===== src/spof_pkg.sv =====
// Shared types and constants for the slot pool block.
// No dependencies.
package spof_pkg;

    typedef logic [2:0] req_code_t;
    typedef logic [1:0] status_t;

    localparam req_code_t REQ_PUT    = 3'd0;
    localparam req_code_t REQ_SET    = 3'd1;
    localparam req_code_t REQ_GET    = 3'd2;
    localparam req_code_t REQ_REMOVE = 3'd3;
    localparam req_code_t REQ_CLEAR  = 3'd4;
    localparam req_code_t REQ_SWAP   = 3'd5;

    localparam status_t STAT_OK      = 2'd0;
    localparam status_t STAT_NO_FREE = 2'd1;
    localparam status_t STAT_EMPTY   = 2'd2;
    localparam status_t STAT_RANGE   = 2'd3;

    localparam int SLOT_W = 4;
    localparam int CNT_W  = 5;
    localparam int DATA_W = 32;

    // stream payload layout
    localparam int S_TDATA_W = 40;
    localparam int S_TUSER_W = 3;
    localparam int M_TDATA_W = 48;
    localparam int M_TUSER_W = 2;
    localparam int M_PAD_W   = M_TDATA_W - (SLOT_W + DATA_W + CNT_W + 2);

    // register port
    localparam int APB_ADDR_W  = 3;
    localparam int APB_DATA_W  = 32;
    localparam int REG_SEL_BIT = 2;
    localparam logic [CNT_W-1:0] SLOTS_IN_USE_RESET = 5'd16;

endpackage


===== src/spof_ram.sv =====
// Generic single-write, single-read RAM with registered read data.
// No dependencies.
module spof_ram #(
    parameter int WIDTH = 32,
    parameter int DEPTH = 16
) (
    input  logic                     clk,
    input  logic                     we,
    input  logic [$clog2(DEPTH)-1:0] waddr,
    input  logic [WIDTH-1:0]         wdata,
    input  logic [$clog2(DEPTH)-1:0] raddr,
    output logic [WIDTH-1:0]         rdata
);

    logic [WIDTH-1:0] mem [DEPTH];

    always_ff @(posedge clk)
    begin
        if (we)
        begin
            mem[waddr] <= wdata;
        end
        rdata <= mem[raddr];
    end

endmodule


===== src/slot_pool_with_occupancy_flags_top.sv =====
// Slot pool allocator: occupancy flags, occupied count, item store in RAM.
// Depends on spof_pkg and spof_ram.
//
// Usage:
//   Requests come in on the s_* stream (req_type in s_tuser), one result per
//   request leaves on the m_* stream (status in m_tuser). slots_in_use is
//   written over the APB port at byte address 0 while the pool is idle; the
//   user must keep to that, the block itself does not enforce it.
//   The block works on one request at a time under a small sequencer that
//   reuses a single ">= capacity" comparator and a one-port-read RAM.
//   A request passes a check step and then, as needed, a read wait (get), the
//   free-slot scan (put) or two reads and two writes (swap) before its result
//   loads. The put search probes one flag per cycle, so the free-slot scan
//   sets the worst case. s_tready rises as the result loads, so a new request
//   is taken only once the last one is through.
//   Results sit in an output register; if m_tready is low the block still
//   takes the next request and finishes it, then holds in its last step
//   until the register frees up. Reset clears flags, count, the output valid
//   flag and sets slots_in_use to 16; the item RAM is not cleared.
module slot_pool_with_occupancy_flags_top #(
    parameter int SLOTS     = 16,
    parameter int ITEM_BITS = 32
) (
    input  logic                                clk,
    input  logic                                rst_n,
    // stream in
    input  logic                                s_tvalid,
    output logic                                s_tready,
    // [3:0] slot_index, [7:4] other_index, [39:8] item_data
    input  logic [spof_pkg::S_TDATA_W-1:0]      s_tdata,
    // [2:0] req_type
    input  logic [spof_pkg::S_TUSER_W-1:0]      s_tuser,
    // stream out
    output logic                                m_tvalid,
    input  logic                                m_tready,
    // [3:0] chosen_slot, [35:4] read_data, [40:36] occupied_count,
    // [41] is_empty, [42] is_full, [47:43] zero
    output logic [spof_pkg::M_TDATA_W-1:0]      m_tdata,
    // [1:0] status
    output logic [spof_pkg::M_TUSER_W-1:0]      m_tuser,
    // register port
    input  logic                                psel,
    input  logic                                penable,
    input  logic                                pwrite,
    input  logic [spof_pkg::APB_ADDR_W-1:0]     paddr,
    input  logic [spof_pkg::APB_DATA_W-1:0]     pwdata,
    output logic [spof_pkg::APB_DATA_W-1:0]     prdata,
    output logic                                pready
);

    import spof_pkg::*;

    // only slots below 32 can ever be addressed (capacity is 5 bits)
    localparam int USED_SLOTS = (SLOTS < 32) ? SLOTS : 32;
    localparam int IDX_W      = $clog2(USED_SLOTS);

    localparam logic [3:0] ST_IDLE   = 4'd0;
    localparam logic [3:0] ST_CHK    = 4'd1;
    localparam logic [3:0] ST_CHKB   = 4'd2;
    localparam logic [3:0] ST_SCAN   = 4'd3;
    localparam logic [3:0] ST_RDA    = 4'd4;
    localparam logic [3:0] ST_RDB    = 4'd5;
    localparam logic [3:0] ST_WRB    = 4'd6;
    localparam logic [3:0] ST_RDWAIT = 4'd7;
    localparam logic [3:0] ST_FINISH = 4'd8;

    // control state
    logic [3:0]              state_reg, state_next;
    logic [USED_SLOTS-1:0]   flags_reg, flags_next;
    logic [CNT_W-1:0]        count_reg, count_next;
    logic [CNT_W-1:0]        slots_in_use_reg, slots_in_use_next;
    logic                    m_tvalid_reg, m_tvalid_next;

    // working payload
    req_code_t               req_reg, req_next;
    logic [CNT_W-1:0]        a_reg, a_next;
    logic [CNT_W-1:0]        b_reg, b_next;
    logic [DATA_W-1:0]       item_reg, item_next;
    logic [IDX_W-1:0]        idx_reg, idx_next;
    logic [CNT_W-1:0]        steps_reg, steps_next;
    status_t                 status_reg, status_next;
    logic [SLOT_W-1:0]       chosen_reg, chosen_next;
    logic [DATA_W-1:0]       rdata_reg, rdata_next;
    logic [ITEM_BITS-1:0]    tmp_reg, tmp_next;
    logic [M_TDATA_W-1:0]    m_tdata_reg, m_tdata_next;
    status_t                 m_tuser_reg, m_tuser_next;

    // RAM port
    logic                    ram_we;
    logic [IDX_W-1:0]        ram_waddr;
    logic [ITEM_BITS-1:0]    ram_wdata;
    logic [IDX_W-1:0]        ram_raddr;
    logic [ITEM_BITS-1:0]    ram_rdata;

    logic [CNT_W-1:0]        cap_now;
    logic [CNT_W-1:0]        cmp_op;
    logic                    cmp_ge;
    logic [CNT_W-1:0]        idx_inc;
    logic [IDX_W-1:0]        a_idx;
    logic [IDX_W-1:0]        b_idx;
    logic [63:0]             item_ext;
    logic [63:0]             rd_ext;
    logic [CNT_W-1:0]        idx_ext;
    logic                    in_xfer;
    logic                    out_load;
    logic                    cfg_wr;

    spof_ram #(
        .WIDTH (ITEM_BITS),
        .DEPTH (USED_SLOTS)
    ) u_store (
        .clk   (clk),
        .we    (ram_we),
        .waddr (ram_waddr),
        .wdata (ram_wdata),
        .raddr (ram_raddr),
        .rdata (ram_rdata)
    );

    // register port
    assign pready = 1'b1;
    assign cfg_wr = psel && penable && pwrite && !paddr[REG_SEL_BIT];
    assign prdata = paddr[REG_SEL_BIT] ? '0 : APB_DATA_W'(slots_in_use_reg);
    assign slots_in_use_next = cfg_wr ? pwdata[CNT_W-1:0] : slots_in_use_reg;

    // effective capacity
    assign cap_now = ({1'b0, slots_in_use_reg} > (CNT_W + 1)'(USED_SLOTS))
                   ? CNT_W'(USED_SLOTS) : slots_in_use_reg;

    assign a_idx    = a_reg[IDX_W-1:0];
    assign b_idx    = b_reg[IDX_W-1:0];
    assign idx_ext  = CNT_W'(idx_reg);
    assign idx_inc  = idx_ext + CNT_W'(1);
    assign item_ext = {32'd0, item_reg};
    assign rd_ext   = 64'(ram_rdata);

    // shared comparator: operand picked by the sequencer step
    always_comb
    begin
        case (state_reg)
            ST_CHK:  cmp_op = (req_reg == REQ_PUT) ? count_reg : a_reg;
            ST_CHKB: cmp_op = b_reg;
            ST_SCAN: cmp_op = idx_inc;
            default: cmp_op = a_reg;
        endcase
    end
    assign cmp_ge = (cmp_op >= cap_now);

    assign s_tready = (state_reg == ST_IDLE);
    assign in_xfer  = s_tvalid && s_tready;
    assign out_load = (state_reg == ST_FINISH) && (!m_tvalid_reg || m_tready);

    always_comb
    begin
        state_next  = state_reg;
        flags_next  = flags_reg;
        count_next  = count_reg;
        req_next    = req_reg;
        a_next      = a_reg;
        b_next      = b_reg;
        item_next   = item_reg;
        idx_next    = idx_reg;
        steps_next  = steps_reg;
        status_next = status_reg;
        chosen_next = chosen_reg;
        rdata_next  = rdata_reg;
        tmp_next    = tmp_reg;
        ram_we      = 1'b0;
        ram_waddr   = a_idx;
        ram_wdata   = item_ext[ITEM_BITS-1:0];
        ram_raddr   = a_idx;

        case (state_reg)
            ST_IDLE:
            begin
                if (in_xfer)
                begin
                    req_next    = s_tuser;
                    a_next      = CNT_W'(s_tdata[3:0]);
                    b_next      = CNT_W'(s_tdata[7:4]);
                    item_next   = s_tdata[39:8];
                    status_next = STAT_OK;
                    chosen_next = s_tdata[3:0];
                    rdata_next  = '0;
                    state_next  = ST_CHK;
                end
            end

            ST_CHK:
            begin
                state_next = ST_FINISH;
                case (req_reg)
                    REQ_PUT:
                    begin
                        chosen_next = '0;
                        if (cap_now == '0)
                        begin
                            status_next = STAT_NO_FREE;
                        end
                        else
                        begin
                            // start at the count, or at zero once it reaches capacity
                            idx_next   = cmp_ge ? '0 : count_reg[IDX_W-1:0];
                            steps_next = cap_now - CNT_W'(1);
                            state_next = ST_SCAN;
                        end
                    end
                    REQ_SET:
                    begin
                        if (cmp_ge)
                        begin
                            status_next = STAT_RANGE;
                        end
                        else
                        begin
                            ram_we = 1'b1;
                            if (!flags_reg[a_idx])
                            begin
                                count_next = count_reg + CNT_W'(1);
                            end
                            flags_next[a_idx] = 1'b1;
                        end
                    end
                    REQ_GET:
                    begin
                        if (cmp_ge)
                        begin
                            status_next = STAT_RANGE;
                        end
                        else if (flags_reg[a_idx])
                        begin
                            state_next = ST_RDWAIT;
                        end
                        else
                        begin
                            status_next = STAT_EMPTY;
                        end
                    end
                    REQ_REMOVE:
                    begin
                        if (cmp_ge)
                        begin
                            status_next = STAT_RANGE;
                        end
                        else if (flags_reg[a_idx])
                        begin
                            flags_next[a_idx] = 1'b0;
                            count_next = count_reg - CNT_W'(1);
                        end
                    end
                    REQ_CLEAR:
                    begin
                        flags_next = '0;
                        count_next = '0;
                    end
                    REQ_SWAP:
                    begin
                        if (cmp_ge)
                        begin
                            status_next = STAT_RANGE;
                        end
                        else
                        begin
                            state_next = ST_CHKB;
                        end
                    end
                    default:
                    begin
                        state_next = ST_FINISH;
                    end
                endcase
            end

            ST_CHKB:
            begin
                if (cmp_ge)
                begin
                    status_next = STAT_RANGE;
                    state_next  = ST_FINISH;
                end
                else
                begin
                    state_next = ST_RDA;
                end
            end

            ST_RDA:
            begin
                // item of slot a is on the read port now
                tmp_next   = ram_rdata;
                ram_raddr  = b_idx;
                state_next = ST_RDB;
            end

            ST_RDB:
            begin
                ram_we     = 1'b1;
                ram_waddr  = a_idx;
                ram_wdata  = ram_rdata;
                state_next = ST_WRB;
            end

            ST_WRB:
            begin
                ram_we            = 1'b1;
                ram_waddr         = b_idx;
                ram_wdata         = tmp_reg;
                flags_next[a_idx] = flags_reg[b_idx];
                flags_next[b_idx] = flags_reg[a_idx];
                state_next        = ST_FINISH;
            end

            ST_RDWAIT:
            begin
                rdata_next = rd_ext[DATA_W-1:0];
                state_next = ST_FINISH;
            end

            ST_SCAN:
            begin
                if (!flags_reg[idx_reg])
                begin
                    ram_we              = 1'b1;
                    ram_waddr           = idx_reg;
                    flags_next[idx_reg] = 1'b1;
                    count_next          = count_reg + CNT_W'(1);
                    chosen_next         = idx_ext[SLOT_W-1:0];
                    state_next          = ST_FINISH;
                end
                else if (steps_reg == '0)
                begin
                    status_next = STAT_NO_FREE;
                    chosen_next = '0;
                    state_next  = ST_FINISH;
                end
                else
                begin
                    steps_next = steps_reg - CNT_W'(1);
                    idx_next   = cmp_ge ? '0 : idx_inc[IDX_W-1:0];
                end
            end

            ST_FINISH:
            begin
                if (out_load)
                begin
                    state_next = ST_IDLE;
                end
            end

            default:
            begin
                state_next = ST_IDLE;
            end
        endcase
    end

    // output register
    always_comb
    begin
        m_tdata_next  = m_tdata_reg;
        m_tuser_next  = m_tuser_reg;
        m_tvalid_next = m_tvalid_reg;
        if (out_load)
        begin
            m_tvalid_next = 1'b1;
            m_tuser_next  = status_reg;
            m_tdata_next  = {{M_PAD_W{1'b0}},
                             (count_reg == cap_now),
                             (count_reg == '0),
                             count_reg,
                             rdata_reg,
                             chosen_reg};
        end
        else if (m_tready)
        begin
            m_tvalid_next = 1'b0;
        end
    end

    assign m_tvalid = m_tvalid_reg;
    assign m_tdata  = m_tdata_reg;
    assign m_tuser  = m_tuser_reg;

    always_ff @(posedge clk or negedge rst_n)
    begin
        if (!rst_n)
        begin
            state_reg        <= ST_IDLE;
            flags_reg        <= '0;
            count_reg        <= '0;
            slots_in_use_reg <= SLOTS_IN_USE_RESET;
            m_tvalid_reg     <= 1'b0;
        end
        else
        begin
            state_reg        <= state_next;
            flags_reg        <= flags_next;
            count_reg        <= count_next;
            slots_in_use_reg <= slots_in_use_next;
            m_tvalid_reg     <= m_tvalid_next;
        end
    end

    always_ff @(posedge clk)
    begin
        req_reg     <= req_next;
        a_reg       <= a_next;
        b_reg       <= b_next;
        item_reg    <= item_next;
        idx_reg     <= idx_next;
        steps_reg   <= steps_next;
        status_reg  <= status_next;
        chosen_reg  <= chosen_next;
        rdata_reg   <= rdata_next;
        tmp_reg     <= tmp_next;
        m_tdata_reg <= m_tdata_next;
        m_tuser_reg <= m_tuser_next;
    end

endmodule


===== config.mk =====
export PLATFORM = sky130hd
export DESIGN_NAME = slot_pool_with_occupancy_flags_top
export DESIGN_NICKNAME = d
export VERILOG_FILES = /design/src/spof_pkg.sv /design/src/spof_ram.sv /design/src/slot_pool_with_occupancy_flags_top.sv
export SDC_FILE = /design/constraint.sdc
export NUM_CORES = 1
export LEC_CHECK = 0
export ABC_AREA = 1
export BUFFER_PORTS_ARGS = -buffer_cell sky130_fd_sc_hd__buf_4
export CELL_PAD_IN_SITES_DETAIL_PLACEMENT = 0
export CELL_PAD_IN_SITES_GLOBAL_PLACEMENT = 1
export CORE_MARGIN = 4
export CORE_UTILIZATION = 50
export DETAILED_ROUTE_END_ITERATION = 10
export HOLD_SLACK_MARGIN = 0.03
export PLACE_DENSITY_LB_ADDON = 0.25
export SLEW_MARGIN = 10
export SYNTH_ARGS = -nofsm -noshare
export SYNTH_HDL_FRONTEND = slang
export SYNTH_SLANG_ARGS = --single-unit
export TNS_END_PERCENT = 30

===== constraint.sdc =====
create_clock -name clk -period 6.21 [get_ports clk]
set_input_delay 1.5525 -clock clk [delete_from_list [all_inputs] [get_ports clk]]
set_output_delay 1.5525 -clock clk [all_outputs]
set_load 0.05 [all_outputs]

## Word level (Yosys, flattened, before mapping)

Memories as Yosys holds them, arrays and structs flattened. A register that Yosys moved wholly into a read port is not among the register bits.
Index checks and enable logic that the tools add are counted.

| cells by class | value |
|---|---|
| $add $sub $neg | 5 |
| $lt $le $gt $ge | 8 |
| equal/unequal tests | 31 |
| multiplexer cells | 82 |
| bitwise gates (word level) | 4 |
| reductions and logical operators | 33 |

Operators with widths:

| kind | number |
|---|---|
| 32-bit one-hot mux with 2 select lines | 2 |
| 16-bit one-hot mux with 3 select lines | 2 |
| 4-bit two-way mux | 21 |
| 16-bit two-way mux | 4 |
| 5-bit two-way mux | 12 |
| 16-bit bitwise mux | 2 |
| 32-bit two-way mux | 1 |
| 16-bit OR | 2 |
| 4-bit one-hot mux with 8 select lines | 1 |
| 5-bit one-hot mux with 3 select lines | 2 |
| 4-bit one-hot mux with 3 select lines | 2 |
| 5-bit one-hot mux with 2 select lines | 2 |
| 3-bit != test, second input constant | 6 |
| 16-bit AND | 1 |
| 4-bit by 3-bit equality test with 1-bit output, second input constant | 4 |
| 16-bit inverter | 1 |
| 4-bit one-hot mux with 2 select lines | 2 |
| 5-bit logical NOT | 3 |
| 4-bit by 5-bit less-than comparator with 1-bit output, second input constant | 3 |
| 5-bit by 1-bit subtractor with 5-bit output, second input constant | 3 |
| 2-bit two-way mux | 7 |
| 2-bit != test, second input constant | 7 |
| 7-bit AND reduction | 2 |
| 1-bit two-way mux | 13 |
| other kinds (36) | 58 |

| storage, ports and cells | value |
|---|---|
| register bits after elaboration | 198 |
| RAM bits | 512 |
| word-level logic and storage cells | 181 |
| memories kept | 1 |

Memories:

| name | words | width | rd ports | clocked after Yosys merged registers in | wr ports | RTL line | source |
|---|---|---|---|---|---|---|---|
| u_store.mem | 16 | 32 | 1 | 1 | 1 | spof_ram.sv:15 | `logic [WIDTH-1:0] mem [DEPTH];` |

## Longest topological paths before layout

Gate-level depths: netlist (run 1).

| logic depth | value |
|---|---|
| depth after elaboration | 10 |
| gate-level depth with buffers | 19 |
| depth with buffers taken out | 18 |

## Hierarchy

A second synthesis (run 1) with hierarchy kept.

| second synthesis, totals | value |
|---|---|
| cells, all modules | 3,322 |
| area, all modules | 33,235.6 sq um |

By module, submodules not included:

| module | instances | cells each | area an instance (sq um) | seq. area each (sq um) |
|---|---|---|---|---|
| spof_ram | 1 | 2,120 | 22,730.6 | 16,015.4 |
| slot_pool_with_occupancy_flags_top | 1 | 1,202 | 10,505.1 | 5,791.8 |

## Least setup slack after synthesis (run 1)

Ideal clock, no wire load.

| timing path | value |
|---|---|
| path kind | reg-to-reg |
| from | register state_reg[3] |
| to | register rdata_reg[0], enable pin |
| arrival time | 3.939 ns |
| path slack | 1.806 ns |
| stages on the path, launching flop included | 6 |
| buffers on the path | 0 |
| cell sequence | dfrtp_1 > nor2_1 > inv_2 > nor2_1 > inv_1 > o21ai_0 |

| on the way | value |
|---|---|
| cells in the longest elaborated chain, start to end | 4 |

Ends and longest elaborated chain:

| what | RTL line | source |
|---|---|---|
| start: declaration | slot_pool_with_occupancy_flags_top.sv:68 | `logic [3:0] state_reg, state_next;` |
| start signal: assignment | slot_pool_with_occupancy_flags_top.sv:397 | `state_reg <= state_next;` |
| 4-bit logical NOT * | slot_pool_with_occupancy_flags_top.sv:149 | `assign s_tready = (state_reg == ST_IDLE);` |
| named net s_tready | slot_pool_with_occupancy_flags_top.sv:28 | `output logic s_tready,` |
| 1-bit logical AND | slot_pool_with_occupancy_flags_top.sv:150 | `assign in_xfer = s_tvalid && s_tready;` |
| 2-bit by 1-bit != test with 1-bit output (no line) | n/a |  |
| 2-bit AND reduction (no line) * | n/a |  |
| end signal: assignment | slot_pool_with_occupancy_flags_top.sv:415 | `rdata_reg <= rdata_next;` |
| end: declaration | slot_pool_with_occupancy_flags_top.sv:83 | `logic [DATA_W-1:0] rdata_reg, rdata_next;` |

The timed path passes the listed nets; every way through them passes the cells marked *.
A chain may end at the register's enable or synchronous reset.

## Final worst setup path (run 1)

| timing path | value |
|---|---|
| from | register state_reg[3] |
| to | memory u_store.mem[13][30], enable pin |

| on the way | value |
|---|---|
| cells in the longest elaborated chain, start to end | 8 |

Ends and longest elaborated chain:

| what | RTL line | source |
|---|---|---|
| 4-bit by 2-bit equality test with 1-bit output, or another cell as far along | slot_pool_with_occupancy_flags_top.sv:140, slot_pool_with_occupancy_flags_top.sv:173 |  |
| 5-bit one-hot mux with 3 select lines | slot_pool_with_occupancy_flags_top.sv:140 | `case (state_reg)` |
| 5-bit >= comparator | slot_pool_with_occupancy_flags_top.sv:147 | `assign cmp_ge = (cmp_op >= cap_now);` |
| 1-bit two-way mux | slot_pool_with_occupancy_flags_top.sv:210 | `if (cmp_ge)` |
| 1-bit two-way mux | slot_pool_with_occupancy_flags_top.sv:192 | `case (req_reg)` |
| 1-bit one-hot mux with 3 select lines | slot_pool_with_occupancy_flags_top.sv:173 | `case (state_reg)` |
| 1-bit two-way mux | spof_ram.sv:19 | `if (we)` |
| 1-bit two-way mux (implied by the code) | spof_ram.sv:21 | `mem[waddr] <= wdata;` |
| end: declaration | spof_ram.sv:15 |  |

Several ways; a longest one is shown, not always the timed one.

==> impl_metrics.yaml, run 1 <==
route:
  drc_errors: 0
  ant_nets: 0
  met1Wirelength_mm: 36.4
  vias: 21000
  wl_met3_mm: 7.41
  viasPerCell: 5.82
  top_layer: "met4"
  drt_iter0_markers: 2154
  routed_wl_mm: 82.0
  first_pass_iters: 7
  wl_per_cell_microns: 22.7
  wl_met2_mm: 36.3
power_and_ir_drop:
  power.density_nw_per_um2: 480
  p_leak_nw: 12.8
  seqPwrFrac_pct: 41.5
  p_sw_share_pct: 37.4
  p_int_mw: 10.6
  vdd_drop_max_v: 0.000443
  finalPower_mw: 16.9
  combPwrFrac_pct: 31.9
  net-switching-power_mw: 6.33
  clock_power_share_pct: 26.6
worst_setup_path:
  r2r_cells: 18
  critPathArrivalTime_ns: 5.22
  r2r-end: "u_store.mem[13][30]$_DFFE_PP_"
  endpoint_kind: "register"
  worstReg2RegStart: "state_reg[3]$_DFFE_PN0P_"
  critPathMaxFanout: 17
  r2r_setup_slack_ns: 1.31
  critPathKind: "register to register"
  cp-start-kind: "register"
  required_ns: 6.53
hold_path:
  min-delay-start: "rdata_reg[28]$_SDFFCE_PN0P_"
  hp-class: "register to register"
  hold_end: "m_tdata[32]$_DFFE_PP_"
  worstHoldPathCells: 0
clock_network:
  postCtsSetupBuffers: 0
  cts_sinks: 742
  cts_resized: 0
  cts_max_path_buffers: 3
  cts_tree: "done"
  cts-hold-fix-buffers: 0
  cts-htree-levels: 3
  clk_pin_slew_ns: 0.06
  cts_root_buffer: "clkbuf_16"
  clk-insertion-delay-late_ns: 0.63
  cts_made_buffers: 76
floorplanning:
  die_area_sq_um: 66000
  rows: 90
  initial_core_util_pct: 50.9
  fp.dieH_microns: 257
  fp.dieW_microns: 257
  fp.coreArea_sq_um: 60800
  ios: 170
sta:
  fin_skew_ns: 0.0417
  post-route-min-period_ns: 4.90
  relSlewSlack_pct: 19.7
  holdWs_ns: 0.403
  finalCritPeriodShare_pct: 78.9
  fmax_mhz: 204
  rsz0062_at_grt: "false"
  hold_violations: 0
  fin_tns_setup_ns: 0
  setup_viol: 0
  tightestPinTransition_ns: 1.20
  final-max-slew-violation-count: 0
global_route:
  grt_max_degree: 162
  antenna_found_initial: 1
  grt_pass1_vias: 20100
  overflow: 0
  grt_usage_pct: 24.3
  grt_pass1_wl_mm: 123
final_layout:
  fill_cells: 4899
  area_delta_synth_final_pct: 14.0
  drive_gt1_share_pct: 12.2
  diodes: 0
  nets: 2863
  largest_reg_flops: 512
logic_synthesis:
  synthFlopType: "edfxtp_1"
  syn_area_sq_um: 31000
  synth_top_area_share_pct: 65.8
  synthArstFlopShare_pct: 4.18
  synth-seq-cells: 742
  yosysTopAreaCell: "edfxtp_1"
  synth.most_common_cell: "edfxtp_1"
  ys_types: 46
  synth_edf_count: 679
  synth_warnings: 0
  post_synth.cell_area_avg_sq_um: 11.7
  synthTopCellsByCount: "edfxtp_1, nand2_1, nor2_1, o21ai_0, inv_1"
  syn_inst: 2653
  ys_top_cells_by_area: "edfxtp_1, nand2_1, nor2_1, o21ai_0, o211ai_1"
  ys_seq_area_share_pct: 70.4
run_status:
  status: "completed"
place:
  io_buffers: 107
  dp_hpwl_mm: 50.0
  routabilityCongestion: 0.923
job:
  maxCapViolCount: 0
## power by group through the flow
stage	combinational [mW]	clock (mW)	sequential (mW)
5_1_grt	5.96	4.81	7.09
3_5_place_dp	5.30	0	7.13
6_report	5.41	4.50	7.03
3_3_place_gp	5.17	0	7.12
2_1_floorplan	3.45	0	7.10
4_1_cts	5.32	4.58	7.03
## cell families (layout without fill, tap and decap cells)
group,after synthesis,count (layout),synth area share [%]
other cells,2,33,0.0242
buf+inv,354,499,5.09
flops,742,742,70.4
simple gates,911,911,11.7
compound gates,620,620,11.9
xor+xnor,11,11,0.311
fa+ha+maj,13,13,0.525
## cells in the final DEF, fill, tap and decap left out, types with 3 or more instances in the layout
cell        count
ha_1           13
dfxtp_1        32
nand2_1       406
o22ai_1        41
o221ai_1       57
nor2_1        386
buf_4         160
inv_6           4
bufinv_16       5
a21oi_1        59
inv_1         169
conb_1         33
clkbuf_8        5
clkinv_1        6
nand4_1         9
clkinv_16       3
o2111ai_1       3
o21ai_0       248
nor2_4         22
o211ai_1      105
o21ai_1        90
dfrtp_1        30
nand2_2         4
clkbuf_16      76
clkinvlp_4      3
o21ai_4         5
inv_2          14
nor3_1          6
nor2_2          6
nand3_1        67
edfxtp_1      679
buf_12         12
clkbuf_1       22
xor2_1          9
clkinv_2       17
a22oi_1         3
## final cells by class
| type | instances | area, sq um | share of cell area [%] |
|---|---|---|---|
| clock buffers | 103 | 2050 | 5.81 |
| inverters | 185 | 701 | 1.98 |
| flip-flops and latches | 742 | 21800 | 61.8 |
| repair buffers | 172 | 1440 | 4.08 |
| clock inverters | 39 | 440 | 1.25 |
| well taps | 782 | 978 | 2.77 |
| multi-input cells | 1588 | 7890 | 22.4 |
## critical path, stage by stage (launching register included)
cell and delay [ns]:
dfrtp_1 0.43, nor2_1 0.26, nand2_2 0.17, nor2_1 0.12
buf_4 0.19, inv_1 0.09, o21ai_0 0.38, inv_1 0.10
o21ai_0 0.19, ha_1 0.26, a21boi_0 0.12, o21bai_1 0.12
nand2_1 0.31, nor2_1 0.23, nor3_1 0.13, inv_1 0.12
nand3_1 0.35, nor2_4 0.74, buf_12 0.27
## metrics by stage
step                util [%]  instance area, sq um  setup WS, ns  instances
CTS                     57.9                 35200          1.38       3600
finish                  58.1                 35300          1.31       3611
global placement        53.8                 32700          1.44       3458
floorplan                  -                 31100          1.81       2684
detailed placement      53.8                 32700          1.41       3458
global route            58.1                 35300         0.954       3611
## layer usage
metal,global-route usage (%),vias up
met5,0,-
met1,36.4,10400
met2,36.8,924
met3,4.83,118
li1,-,9602
met4,6.83,0
## how the worst max path moves through the flow
stage	depth (start not counted)	from	endpoint	slack (ns)
CTS	18	state_reg[3]$_DFFE_PN0P_	u_store.mem[15][29]$_DFFE_PP_	1.38
floorplan	5	state_reg[3]$_DFFE_PN0P_	rdata_reg[0]$_SDFFCE_PN0P_	1.81
global placement	18	state_reg[3]$_DFFE_PN0P_	u_store.mem[13][22]$_DFFE_PP_	1.44
finish	18	state_reg[3]$_DFFE_PN0P_	u_store.mem[13][30]$_DFFE_PP_	1.31
detailed placement	18	state_reg[3]$_DFFE_PN0P_	u_store.mem[13][19]$_DFFE_PP_	1.41
global route	18	state_reg[3]$_DFFE_PN0P_	u_store.mem[15][29]$_DFFE_PP_	0.95
(Power assumes the default switching activity.)
==> run 2: changes to the inputs <==
ABC_AREA = 0   (was 1)
CORE_UTILIZATION = 52   (was 50)
clock period = 4.9 ns   (was 6.21 ns; I/O delays follow)
==> run 2 against run 1 <==
Against the previous run: core utilization grew 2.3 points; synthesized cell count shrank 21%; clock power grew 25%; die area shrank 3.0%; synthesized area grew 0.76%; critical endpoint is now u_store.mem[0][14]$_DFFE_PP_; largest power group unchanged.
==> impl_metrics.yaml, run 2 <==
run_status:
  status: "completed"
logic_synthesis:
  syn_inst: 2093
  ys_seq_area_share_pct: 69.9
  synthArstFlopShare_pct: 4.18
  ys_top_cells_by_area: "edfxtp_1, mux2i_1, mux2_2, dfrtp_1, nand2_1"
  synth.most_common_cell: "edfxtp_1"
  ys_types: 75
  synth-seq-cells: 742
  synth_warnings: 0
  synthTopCellsByCount: "edfxtp_1, mux2i_1, nand2_1, mux2_2, clkbuf_1"
  post_synth.cell_area_avg_sq_um: 14.9
  synthFlopType: "edfxtp_1"
  yosysTopAreaCell: "edfxtp_1"
  synth_top_area_share_pct: 65.3
  synth_edf_count: 679
  syn_area_sq_um: 31200
clock_network:
  clk-insertion-delay-late_ns: 0.64
  clk_pin_slew_ns: 0.06
  postCtsSetupBuffers: 0
  cts_made_buffers: 76
  cts_max_path_buffers: 3
  cts-hold-fix-buffers: 0
  cts_root_buffer: "clkbuf_16"
  cts_tree: "done"
  cts_resized: 0
  cts_sinks: 742
  cts-htree-levels: 3
route:
  ant_nets: 0
  first_pass_iters: 5
  viasPerCell: 6.01
  drc_errors: 0
  wl_per_cell_microns: 24.7
  drt_iter0_markers: 1673
  vias: 18400
  routed_wl_mm: 75.4
global_route:
  antenna_found_initial: 1
  grt_pass1_wl_mm: 113
  grt_max_degree: 71
  overflow: 0
  grt_pass1_vias: 18200
  grt_usage_pct: 23.3
place:
  dp_cells: 2916
  dp_slack_ns: 0.612
  io_buffers: 107
  routabilityCongestion: 0.867
  dp_hpwl_mm: 43.2
  dpl-instance-area_sq_um: 33300
sta:
  setup_viol: 0
  finalCritPeriodShare_pct: 89.2
  rsz0062_at_grt: "false"
  holdWs_ns: 0.415
  fin_skew_ns: 0.0347
  hold_violations: 0
  tightestPinTransition_ns: 1.08
  setup_ws_ns: 0.531
  final-max-slew-violation-count: 0
  post-route-min-period_ns: 4.37
  fmax_mhz: 229
  fin_tns_setup_ns: 0
  relSlewSlack_pct: 26.5
worst_setup_path:
  r2r_cells: 13
  endpoint_kind: "register"
  max_stage_delay_ns: 0.69
  required_ns: 5.21
  cp-start-kind: "register"
  r2r-end: "u_store.mem[0][14]$_DFFE_PP_"
  critPathMaxFanout: 32
  critPathKind: "register to register"
  cp_slowest_cell: "o21ai_1"
  r2r_setup_slack_ns: 0.53
  critPathArrivalTime_ns: 4.67
  worstReg2RegStart: "state_reg[2]$_DFFE_PN0P_"
  crit_chain: "nor4b_1, buf_4, and2_1, a222oi_1, nand2_1, ha_1, o211ai_1, o211ai_1, a21oi_1, o311a_1, o21ai_1, nor2_4, buf_4"
  crit_start: "state_reg[2]$_DFFE_PN0P_"
hold_path:
  hold_end: "m_tdata[31]$_DFFE_PP_"
  hp-class: "register to register"
  worstHoldPathCells: 0
  min-delay-start: "rdata_reg[27]$_SDFFCE_PN0P_"
floorplanning:
  fp.dieH_microns: 253
  ios: 170
  initial_core_util_pct: 52.7
  die_area_sq_um: 64000
  fp.coreArea_sq_um: 59200
  rows: 89
  fp.dieW_microns: 253
final_layout:
  layout_commonest_cell: "edfxtp_1"
  nets: 2319
  area_delta_synth_final_pct: 14.6
  utilization_pct: 60.4
  largest_reg_flops: 512
  drive_gt1_share_pct: 20.1
  final_cells: 3057
  finish.instance_area_sq_um: 35800
  final_cell_mix: "edfxtp_1, mux2i_1, nand2_1, buf_4, mux2_2"
job:
  maxCapViolCount: 0
power_and_ir_drop:
  p_leak_nw: 12.6
  vdd_drop_max_v: 0.000359
  finalPower_mw: 19.9
  power.density_nw_per_um2: 556
-- run 2: cell count changes after synthesis, sizes merged, moves of 36 or more --
cell / before / now
nor2: 414 / 83
inv: 185 / 16
buf: 124 / 61
mux2i: 0 / 203
o211ai: 105 / 69
clkbuf: 45 / 102
o221ai: 57 / 0
mux2: 0 / 142
and2: 0 / 43
nand2: 412 / 196
nand3: 68 / 23
o21ai: 343 / 52
-- run 2: cells by family (layout without fill, tap and decap cells) --
kind of cell | Yosys count | in the layout | share of synthesized area [%]
compound gates | 363 | 363 | 8.05
mux | 349 | 349 | 11.9
buf+inv | 179 | 338 | 2.67
fa+ha+maj | 13 | 13 | 0.521
flops | 742 | 742 | 69.9
other cells | 2 | 34 | 0.0241
simple gates | 435 | 435 | 6.64
xor+xnor | 10 | 10 | 0.281
-- run 2: cell type report --
cell class / instances / area (sq um)
antenna: 1 / 2.50
clock buffer: 105 / 2110
clock inverter: 35 / 342
fill: 4438 / 23500
inverter: 16 / 60.1
multi-input combinational: 1203 / 8900
sequential: 742 / 21800
tap: 773 / 967
timing repair buffer: 182 / 1580
-- run 2: how the worst max path moves through the flow --
| stage | endpoint | slack [ns] |
|---|---|---|
| 2_1_floorplan | u_store.mem[3][0]$_DFFE_PP_ | 0.14 |
| 3_3_place_gp | u_store.mem[0][15]$_DFFE_PP_ | 0.67 |
| 3_5_place_dp | u_store.mem[0][14]$_DFFE_PP_ | 0.61 |
| 4_1_cts | u_store.mem[0][25]$_DFFE_PP_ | 0.58 |
| 5_1_grt | u_store.mem[0][25]$_DFFE_PP_ | 0.35 |
| 6_report | u_store.mem[0][14]$_DFFE_PP_ | 0.53 |
-- run 2: metal layers --
| layer | wire length [microns] | track usage [%] |
|---|---|---|
| met2 | 35700 | 37.4 |
| met5 | 0 | 0 |
| met3 | 5180 | 3.66 |
| met4 | 1300 | 5.89 |
| met1 | 33300 | 33.9 |
-- run 2: where the power goes --
group / leakage [nW] / internal (mW) / switching, mW
combinational: 4.56 / 1.83 / 3.63
clock: 1.19 / 3.17 / 2.44
sequential: 6.83 / 8.34 / 0.473
-- run 2: critical path: cells and delay by family (launching register included) --
family	cells	cell delay, ns
AO/OA/AOI/OAI	6	2.09
flip-flops	1	0.65
buffers and inverters	2	0.52
AND/OR/NAND/NOR	4	0.48
adder cells (fa/ha/maj)	1	0.28
==> run 3: changes to the inputs <==
CORE_ASPECT_RATIO = 0.6   (was unset)
==> run 3 against run 2 <==
Against the previous run: sequential cell count is the same; register-to-register slack got worse by 0.02 ns; maximum frequency fell by 0.38%; wire length rose by 4.5%; setup slack worse by 0.017 ns; sequential share of layout area is 0.38 points higher.
==> impl_metrics.yaml, run 3 (synthesis gave the netlist of run 2 again) <==
sta:
  fmax_mhz: 228
  hold_violations: 0
  setup_ws_ns: 0.514
  post-route-min-period_ns: 4.39
  finalCritPeriodShare_pct: 89.5
  relSlewSlack_pct: 14.8
  fin_skew_ns: 0.0199
  rsz0062_at_grt: "false"
  final-max-slew-violation-count: 0
  tightestPinTransition_ns: 1.25
  setup_viol: 0
  fin_tns_setup_ns: 0
route:
  viasPerCell: 6.15
  drt_iter0_markers: 2256
  wl_per_cell_microns: 25.8
  first_pass_iters: 7
  drc_errors: 0
  ant_nets: 0
  vias: 18800
  routed_wl_mm: 78.8
worst_setup_path:
  critPathMaxFanout: 17
  cp_slowest_cell: "dfrtp_1"
  crit_family: "compound AO/OA/AOI/OAI gates"
  endpoint_kind: "register"
  cp-start-kind: "register"
  critPathBufInv: 1
  worstReg2RegStart: "state_reg[2]$_DFFE_PN0P_"
  required_ns: 5.24
  critPathArrivalTime_ns: 4.73
  r2r_cells: 13
  r2r-end: "u_store.mem[5][4]$_DFFE_PP_"
  critPathKind: "register to register"
  r2r_setup_slack_ns: 0.51
  max_stage_delay_ns: 0.68
  crit_chain: "nor2_1, and3_1, nand2_1, nand2_1, a221o_1, ha_1, o211ai_1, o211ai_1, a21oi_1, o311a_1, o21ai_1, nor2_4, buf_12"
global_route:
  overflow: 0
  grt_pass1_wl_mm: 116
  antenna_found_initial: 0
  grt_pass1_vias: 18000
  grt_max_degree: 87
  grt_usage_pct: 24.5
final_layout:
  diodes: 0
  final_cell_mix: "edfxtp_1, mux2i_1, nand2_1, buf_4, mux2_2"
  area_delta_synth_final_pct: 13.9
  finish.instance_area_sq_um: 35500
  layout_commonest_cell: "edfxtp_1"
  drive_gt1_share_pct: 19.6
  largest_reg_flops: 512
  fill_cells: 4436
  nets: 2310
clock_network:
  postCtsSetupBuffers: 0
  cts_max_path_buffers: 3
  cts_made_buffers: 69
  cts-hold-fix-buffers: 0
  cts_root_buffer: "clkbuf_16"
  cts_tree: "done"
  cts-htree-levels: 3
  clk-insertion-delay-late_ns: 0.61
  cts_resized: 0
  cts_sinks: 742
  clk_pin_slew_ns: 0.06
hold_path:
  min-delay-start: "rdata_reg[3]$_SDFFCE_PN0P_"
  hp-class: "register to register"
  worstHoldPathCells: 0
  hold_end: "m_tdata[7]$_DFFE_PP_"
power_and_ir_drop:
  p_sw_share_pct: 33.5
  net-switching-power_mw: 6.61
  p_int_mw: 13.1
  power.density_nw_per_um2: 554
  finalPower_mw: 19.7
  vdd_drop_max_v: 0.000307
  seqPwrFrac_pct: 45.0
  combPwrFrac_pct: 28.5
  clock_power_share_pct: 26.5
  p_leak_nw: 12.5
place:
  dp_slack_ns: 0.616
  io_buffers: 107
  routabilityCongestion: 0.927
  dpl-instance-area_sq_um: 33300
  dp_hpwl_mm: 46.6
floorplanning:
  fp.dieW_microns: 324
  fp.coreArea_sq_um: 59300
  die_area_sq_um: 64100
  rows: 69
  fp.dieH_microns: 198
  ios: 170
  initial_core_util_pct: 52.6
job:
  maxCapViolCount: 0
run_status:
  status: "completed"
==> run 3: final cells by class <==
| type | count | area (sq um) | share of cell area [%] |
|---|---|---|---|
| inverter | 16 | 60.1 | 0.169 |
| multi-input combinational | 1203 | 8900 | 25.0 |
| clock inverter | 22 | 163 | 0.458 |
| timing repair buffer | 180 | 1600 | 4.51 |
| tap | 781 | 977 | 2.75 |
| clock buffer | 106 | 2040 | 5.74 |
| sequential | 742 | 21800 | 61.3 |
==> run 3: per-layer routing <==
| metal | vias to the layer above | track usage [%] | share of wire (%) |
|---|---|---|---|
| li1 | 8275 | - | - |
| met1 | 9466 | 38.0 | 45 |
| met2 | 907 | 34.7 | 43 |
| met3 | 117 | 6.77 | 10 |
| met4 | 0 | 5.36 | 1.8 |
| met5 | - | 0 | 0 |
==> run 3: worst register-to-register path: stages, from the launching register on <==
cell and delay, ns:
dfrtp_1 0.68, nor2_1 0.23, and3_1 0.37, nand2_1 0.12, nand2_1 0.05, a221o_1 0.28, ha_1 0.28, o211ai_1 0.10
o211ai_1 0.37, a21oi_1 0.12, o311a_1 0.35, o21ai_1 0.62, nor2_4 0.27, buf_12 0.25
==> run 3: stage by stage <==
step / std cells / utilization [%] / hold WS [ns]
6_report: 3050 / 59.9 / 0.418
4_1_cts: 3050 / 59.9 / 0.417
3_3_place_gp: 2922 / 56.2 / 0.402
2_1_floorplan: 2124 / - / 0.400
5_1_grt: 3050 / 59.9 / 0.424
3_5_place_dp: 2922 / 56.2 / 0.405
==> run 3: worst max path at each step <==
stage	start	end	slack, ns	depth (start not counted)
after floorplan	state_reg[0]$_DFFE_PN0P_	u_store.mem[3][0]$_DFFE_PP_	0.14	13
after global placement	state_reg[2]$_DFFE_PN0P_	u_store.mem[13][17]$_DFFE_PP_	0.64	13
after detailed placement	state_reg[2]$_DFFE_PN0P_	u_store.mem[13][17]$_DFFE_PP_	0.62	13
after CTS	state_reg[2]$_DFFE_PN0P_	u_store.mem[13][30]$_DFFE_PP_	0.59	13
after global routing	state_reg[2]$_DFFE_PN0P_	u_store.mem[13][23]$_DFFE_PP_	0.22	13
final	state_reg[2]$_DFFE_PN0P_	u_store.mem[5][4]$_DFFE_PP_	0.51	13
==> run 3: power by group through the flow <==
stage	Combinational (mW)	Sequential [mW]	Clock [mW]
5_1_grt	6.02	8.92	5.60
6_report	5.62	8.86	5.23
3_5_place_dp	5.54	8.97	0
4_1_cts	5.56	8.84	5.32
2_1_floorplan	3.52	8.96	0
3_3_place_gp	5.43	8.93	0
